==> config.mk <==
export PLATFORM = sky130hd
export DESIGN_NAME = ethb_divider
export DESIGN_NICKNAME = d
export VERILOG_FILES = /design/src/design/ethb_pkg.sv /design/src/design/ethb_divider.sv
export SDC_FILE = /design/constraint.sdc
export NUM_CORES = 1
export LEC_CHECK = 0
export CAP_MARGIN = 20
export CORE_MARGIN = 2
export CORE_UTILIZATION = 40
export CTS_CLUSTER_DIAMETER = 200
export DETAILED_ROUTE_END_ITERATION = 12
export DONT_BUFFER_PORTS = 1
export GPL_TIMING_DRIVEN = 1
export MAX_ROUTING_LAYER = met4
export PLACE_DENSITY = 0.65
export SETUP_SLACK_MARGIN = 0.02
export SLEW_MARGIN = 30
export SYNTH_ARGS = -nofsm -noshare
export SYNTH_HDL_FRONTEND = slang
export SYNTH_SLANG_ARGS = --single-unit
export TNS_END_PERCENT = 5
==> constraint.sdc <==
create_clock -name clock -period 3 [get_ports clock]
set_input_delay 0.3 -clock clock [delete_from_list [all_inputs] [get_ports clock]]
set_output_delay 0.3 -clock clock [all_outputs]
set_load 0.01 [all_outputs]
==> src/design/ethb_pkg.sv <==
// Shared constants, codes and interface types of the event time histogram binner.
`timescale 1ns / 1ps
`default_nettype none

package ethb_pkg;

   // default sizes
   localparam int DEF_NUM_BINS  = 1024;
   localparam int DEF_TIME_BITS = 48;

   // fixed field widths
   localparam int BIN_INDEX_W = 10;
   localparam int COUNT_W     = 32;
   localparam int WIDTH_W     = 32;
   localparam int ENERGY_W    = 20;
   localparam int CHANNEL_W   = 16;
   localparam int EBOUND_W    = 21;
   localparam int CBOUND_W    = 17;
   localparam int CSR_INDEX_W = 3;

   // action codes
   localparam logic [1:0] ACT_COUNT = 2'd0;
   localparam logic [1:0] ACT_READ  = 2'd1;
   localparam logic [1:0] ACT_CLEAR = 2'd2;

   // register indexes
   localparam logic [CSR_INDEX_W-1:0] REG_START_TIME   = 3'd0;
   localparam logic [CSR_INDEX_W-1:0] REG_WINDOW_LEN   = 3'd1;
   localparam logic [CSR_INDEX_W-1:0] REG_BIN_WIDTH    = 3'd2;
   localparam logic [CSR_INDEX_W-1:0] REG_ENERGY_LOW   = 3'd3;
   localparam logic [CSR_INDEX_W-1:0] REG_ENERGY_HIGH  = 3'd4;
   localparam logic [CSR_INDEX_W-1:0] REG_CHANNEL_LOW  = 3'd5;
   localparam logic [CSR_INDEX_W-1:0] REG_CHANNEL_HIGH = 3'd6;

   // bin RAM access strobes
   typedef struct packed {
      logic rd;
      logic wr;
   } ram_cmd_type;

   // divider status
   typedef struct packed {
      logic busy;
      logic done;
   } div_status_type;

endpackage

`default_nettype wire

==> src/design/ethb_divider.sv <==
// Radix-2 restoring divider, one quotient bit per cycle, shared by binning and clear.
`timescale 1ns / 1ps
`default_nettype none

module ethb_divider #(
   parameter int TIME_BITS = ethb_pkg::DEF_TIME_BITS
) (
   input  wire logic                           clock,
   input  wire logic                           reset,
   input  wire logic                           start,
   input  wire logic [TIME_BITS-1:0]           dividend,
   input  wire logic [ethb_pkg::WIDTH_W-1:0]   divisor,
   output ethb_pkg::div_status_type            div_status,
   output logic      [TIME_BITS-1:0]           quotient
);
   import ethb_pkg::*;

   localparam int CNT_W = $clog2(TIME_BITS + 1);

   logic                 busy_ff, busy_in;
   logic                 done_ff, done_in;
   logic [CNT_W-1:0]     cnt_ff, cnt_in;
   logic [WIDTH_W-1:0]   rem_ff, rem_in;
   logic [WIDTH_W-1:0]   div_ff, div_in;
   logic [TIME_BITS-1:0] quo_ff, quo_in;
   logic [WIDTH_W:0]     trial;
   logic [WIDTH_W:0]     trial_sub;
   logic                 fits;

   assign trial     = {rem_ff, quo_ff[TIME_BITS-1]};
   assign trial_sub = trial - {1'b0, div_ff};
   assign fits      = trial >= {1'b0, div_ff};

   always_comb begin
      busy_in = busy_ff;
      done_in = 1'b0;
      cnt_in  = cnt_ff;
      rem_in  = rem_ff;
      div_in  = div_ff;
      quo_in  = quo_ff;
      if (start) begin
         busy_in = 1'b1;
         cnt_in  = CNT_W'(TIME_BITS);
         rem_in  = '0;
         div_in  = divisor;
         quo_in  = dividend;
      end else if (busy_ff) begin
         // remainder stays below the divisor, so 32 bits hold it
         rem_in = fits ? trial_sub[WIDTH_W-1:0] : trial[WIDTH_W-1:0];
         quo_in = {quo_ff[TIME_BITS-2:0], fits};
         cnt_in = cnt_ff - CNT_W'(1);
         if (cnt_ff == CNT_W'(1)) begin
            busy_in = 1'b0;
            done_in = 1'b1;
         end
      end
   end

   always_ff @(posedge clock) begin
      if (reset) begin
         busy_ff <= 1'b0;
         done_ff <= 1'b0;
      end else begin
         busy_ff <= busy_in;
         done_ff <= done_in;
      end
   end

   always_ff @(posedge clock) begin
      cnt_ff <= cnt_in;
      rem_ff <= rem_in;
      div_ff <= div_in;
      quo_ff <= quo_in;
   end

   assign div_status.busy = busy_ff;
   assign div_status.done = done_ff;
   assign quotient        = quo_ff;

endmodule

`default_nettype wire

== After elaboration in Yosys (flattened, before gate mapping) ==
Cells that the tools add are included.
Storage, ports and cells
  bits in registers: 120
  input port bits: 83
  output and inout port bits: 50
  logic and storage cells: 20
Cells by class
  add/sub/neg operators: 2
  magnitude comparators: 1
  equality and inequality tests: 1
  multiplexer cells: 7
  bitwise gates (word level): 1
  reductions and logical operators: 2
Operators by type and width (number)
  48-bit two-way mux: 2
  33-bit by 32-bit >= comparator with 1-bit output: 1
  32-bit two-way mux: 1
  32-bit subtractor: 1
  6-bit by 1-bit == test with 1-bit output, second input constant: 1
  6-bit by 1-bit subtractor with 6-bit output, second input constant: 1
  1-bit two-way mux: 4
  3-bit OR reduction: 1
  2-bit nonzero test: 1
  1-bit NOT: 1

== Logic depth before layout (Yosys ltp) ==
  word-level depth: 4
  depth in mapped cells: 12
  depth with buffers taken out: 11

== Worst setup path before layout ==
Ideal clock, no wire load.
  path type: register -> register
  from: reg div_ff[1]
  to: reg quo_ff[0], in the netlist quotient[0], data pin
  setup time: 0.260 ns
  data arrival time: 2.459 ns
  required time: 2.740 ns
  slack: 0.281 ns
  stages on the path, launching flop included: 11
  path buffers: 1
  clock period less this slack: 2.719 ns
  path through: edfxtp_1 -> inv_1 -> ha_1 -> nor2b_1 -> o211ai_1 -> a211o_1 -> a21oi_1 -> or3b_4 -> a211o_1 -> buf_2 -> mux2_2
Between the ends
  longest elaborated chain between the ends: 3
RTL lines
  start, declared: RTL line ethb_divider.sv:24  | logic [WIDTH_W-1:0] div_ff, div_in;
  start signal, assigned: RTL line ethb_divider.sv:72  | div_ff <= div_in;
  33-bit by 32-bit >= comparator with 1-bit output: RTL line ethb_divider.sv:32  | assign fits = trial >= {1'b0, div_ff};
  48-bit two-way mux: RTL line ethb_divider.sv:47  | end else if (busy_ff) begin
  48-bit two-way mux: RTL line ethb_divider.sv:41  | if (start) begin
  net quo_in[0]: RTL line ethb_divider.sv:25  | logic [TIME_BITS-1:0] quo_ff, quo_in;
  end signal, assigned: RTL line ethb_divider.sv:73  | quo_ff <= quo_in;
  end, declared: RTL line ethb_divider.sv:25
The timed path passes the listed nets, and every way through them passes these cells. The select of a mux whose other input is x is not followed.
A chain may end at the register's enable or synchronous reset.

== Worst setup path in the final report ==
  from: reg div_ff[19]
  to: reg rem_ff[27]
Between the ends
  longest elaborated chain between the ends: 2
  elaborated cells on any way between the ends: 3
  classes of those cells: add/sub (1); order compare (1); mux (1)
RTL lines
  32-bit subtractor or 33-bit by 32-bit >= comparator with 1-bit output (tied branches): RTL line ethb_divider.sv:31, ethb_divider.sv:32
  32-bit two-way mux (*): RTL line ethb_divider.sv:49  | rem_in = fits ? trial_sub[WIDTH_W-1:0] : trial[WIDTH_W-1:0];
  end signal, assigned: RTL line ethb_divider.sv:71  | rem_ff <= rem_in;
  end, declared: RTL line ethb_divider.sv:23  | logic [WIDTH_W-1:0] rem_ff, rem_in;
Mark *: on every way between the ends. The rest lies on a longest branch, timed or not.

==> out/metrics.csv <==
metric;value;unit
cp_max_fo;11;
slowest_delay;410;ps
finalCriticalPeriod;2950;ps
stdcell_area;0.00822;sq mm
grt_max_degree;68;
start_util;0.407;
cts_root_buf;clkbuf_16;
cap_violations;0;
intPower;3.53;mW
clock_sinks;120;
slew_viol_final;0;
power_frac_clock;0.387;
syn_inst;649;
finalCritPeriodShare;0.982;
ios;133;
htree_num_levels;4;
num_rows;47;
cp_slowest_cell;ha_1;
crit_type;reg2reg;
switchingPower;1.55;mW
arrival;3270;ps
rsz0062_at_grt;true;
worst_pin_slew;698;ps
seq_area_frac_synth;0.476;
post_drt_wl_per_cell;17.2;um
grt_pass1_wl;25900;um
crit_top_cell;buf_4;
numCtsBuffers;17;
fin_nets;822;
hold_class;in2reg;
max_freq;339;MHz
slew_headroom;0.529;
syn_area_per_cell;10.4;sq um
timing.rr.end;rem_ff[27]$_SDFFE_PP0P_;
wl;16100;um
n_fill_cell;1500;
cp.depth;13;
area_delta_synth_final;22.2;%
die_w;134;um
core;0.0165;sq mm
clock_skew;24.9;ps
power_density;618;mW/mm^2
crit_path_start_kind;flop;
dpl_cell_area;0.00701;sq mm
port_buffers;0;
synth_top_flop_cell;edfxtp_1;
viasPerCell;5.52;
peakVddDrop;0.393;mV
cp.required;3320;ps
r2r_slack;50;ps
synthDistinctLibCells;63;
drt.antenna.violating_nets;0;
final_cell_mix;edfxtp_1 (80), nand2_1 (75), nor2_1 (60);
cts_tree;built;
diodes;0;
yosysWarnings;0;
route.detailed.drc;0;
crit_chain;inv_1 > ha_1 > nand4_1 > nor3_4 > and3_1 > o21ai_1 > or3b_4 > a211oi_4 > buf_4 > buf_4 > clkbuf_16 > a2111o_1 > a311oi_1;
swShare;0.306;
dieArea;0.0179;sq mm
path_clk_slew;60;ps
first_pass_iters;5;
max-clock-path-buffers;2;
async_reset_ff_frac;0;
insertion_delay;430;ps
hpwlAfterDp;10800;um
die_h;134;um
ys_ff_latch;120;
r2r_cells;13;
r2r_start;div_ff[19]$_DFFE_PP_;
path_delay_family;simple AND/OR/NAND/NOR gates;
synth_area;0.00673;sq mm
layout_commonest_cell;edfxtp_1;
crit_buf_inv;4;
grt_usage;0.189;
p_leak;3.16;nW
first_iter_violations;325;
grt_antenna_before_repair;0;
status;finished, final reports clean;
via_count;5169;
routabilityCongestion;0.923;
hold_path_depth;2;
min_from;start;
synth_enable_flop_cells;80;
p_seq_frac;0.410;
grt_pass1_vias;5272;
layout-drive-gt1-share;0.219;
worstSetupEndpointType;flop;
setup_viol;0;
share_comb_of_total_power;0.204;
synth_nets;767;
grt.overflow.total;0;
hold_violations;0;
holdPathEnd;rem_ff[13]$_SDFFE_PP0P_;
power;5.08;mW
fin_tns_setup;0;ps
-- state kept, by name (all words and copies together) (netlist names) --
| name | count |
|---|---|
| rem_ff | 32 |
| busy_ff | 1 |
| cnt_ff | 6 |
| done_ff | 1 |
| div_ff | 32 |
| quotient | 48 |
-- Yosys cell counts (6+ instances only) --
master / n / area, sq um
edfxtp_1: 80 / 2400
nand2_1: 76 / 285
nor2_1: 61 / 229
mux2_2: 50 / 563
dfxtp_1: 40 / 801
inv_1: 38 / 143
ha_1: 34 / 425
a21oi_1: 28 / 140
a311oi_1: 25 / 219
xnor2_1: 20 / 175
o21ai_0: 19 / 95.1
clkbuf_1: 16 / 60.1
nand3_1: 11 / 55.1
nand2b_1: 9 / 56.3
nand4_1: 9 / 56.3
xor2_1: 9 / 78.8
a21o_1: 8 / 60.1
a31oi_1: 8 / 50.1
buf_2: 8 / 40.0
nor3_1: 8 / 40.0
nor2b_1: 7 / 43.8
buf_6: 6 / 67.6
-- stage by stage --
stage               utilization  setup WS (ps)  instances  hold slack (ps)
floorplan                     -            281        649              372
global route              0.498          -71.5        937             63.4
global placement          0.424            158        857              367
finish                    0.498           54.3        937             62.6
detailed placement        0.424           97.3        857              369
CTS                       0.481           55.1        924             26.2
-- worst reg2reg max path, delay by kind of cell (launching register included) --
kind | cells | cell delay, ps
AND/OR/NAND/NOR | 4 | 980
buffers and inverters | 4 | 500
adder cells (fa/ha/maj) | 1 | 410
AO/OA/AOI/OAI | 4 | 650
flip-flops | 1 | 330
-- power by group through the flow --
| stage | combinational (mW) | sequential, mW | clock, mW |
|---|---|---|---|
| 2_1_floorplan | 0.717 | 2.07 | 0 |
| 3_3_place_gp | 0.867 | 2.11 | 0 |
| 3_5_place_dp | 0.883 | 2.11 | 0 |
| 4_1_cts | 0.946 | 2.08 | 2.02 |
| 5_1_grt | 1.15 | 2.10 | 2.09 |
| 6_report | 1.03 | 2.08 | 1.96 |
-- worst max path at each step --
stage,startpoint,end,slack (ps)
2_1_floorplan,div_ff[1]$_DFFE_PP_,quotient[0]$_DFFE_PP_,280
3_3_place_gp,div_ff[18]$_DFFE_PP_,quotient[0]$_DFFE_PP_,160
3_5_place_dp,div_ff[18]$_DFFE_PP_,rem_ff[9]$_SDFFE_PP0P_,100
4_1_cts,div_ff[18]$_DFFE_PP_,rem_ff[6]$_SDFFE_PP0P_,60
5_1_grt,div_ff[24]$_DFFE_PP_,rem_ff[27]$_SDFFE_PP0P_,-70
6_report,div_ff[19]$_DFFE_PP_,rem_ff[27]$_SDFFE_PP0P_,50
-- layer usage --
layer | vias up | share of wire | track usage
met5 | - | 0 | -
met4 | 0 | 0.017 | 0.0703
met3 | 24 | 0.066 | 0.0605
met2 | 172 | 0.48 | 0.305
met1 | 2486 | 0.43 | 0.220
li1 | 2487 | - | -
-- cell type report --
class | instances | area [sq um] | share of cell area
timing repair buffer | 71 | 698 | 0.0849
inverter | 38 | 143 | 0.0173
clock buffer | 17 | 425 | 0.0517
multi-input combinational | 456 | 3330 | 0.405
clock inverter | 15 | 144 | 0.0175
sequential | 120 | 3200 | 0.390
tap | 220 | 275 | 0.0335
-- kinds of logic after synthesis --
family	Yosys count	share of synthesized area
AOI/OAI and AO/OA	136	0.145
buffers and inverters	73	0.0500
and+or+nand+nor	204	0.139
adders and majority gates	35	0.0662
muxes	52	0.0867
DFF	120	0.476
xor gates and xnor gates	29	0.0378
-- timing repair --
action                                  4_1_cts  5_1_grt
hold buffers                                 35        0
resized for setup                             0       32
hold endpoints to repair                     88        0
setup buffers                                 0       11
endpoints found under the setup margin        0       32
(Power assumes the default switching activity.)
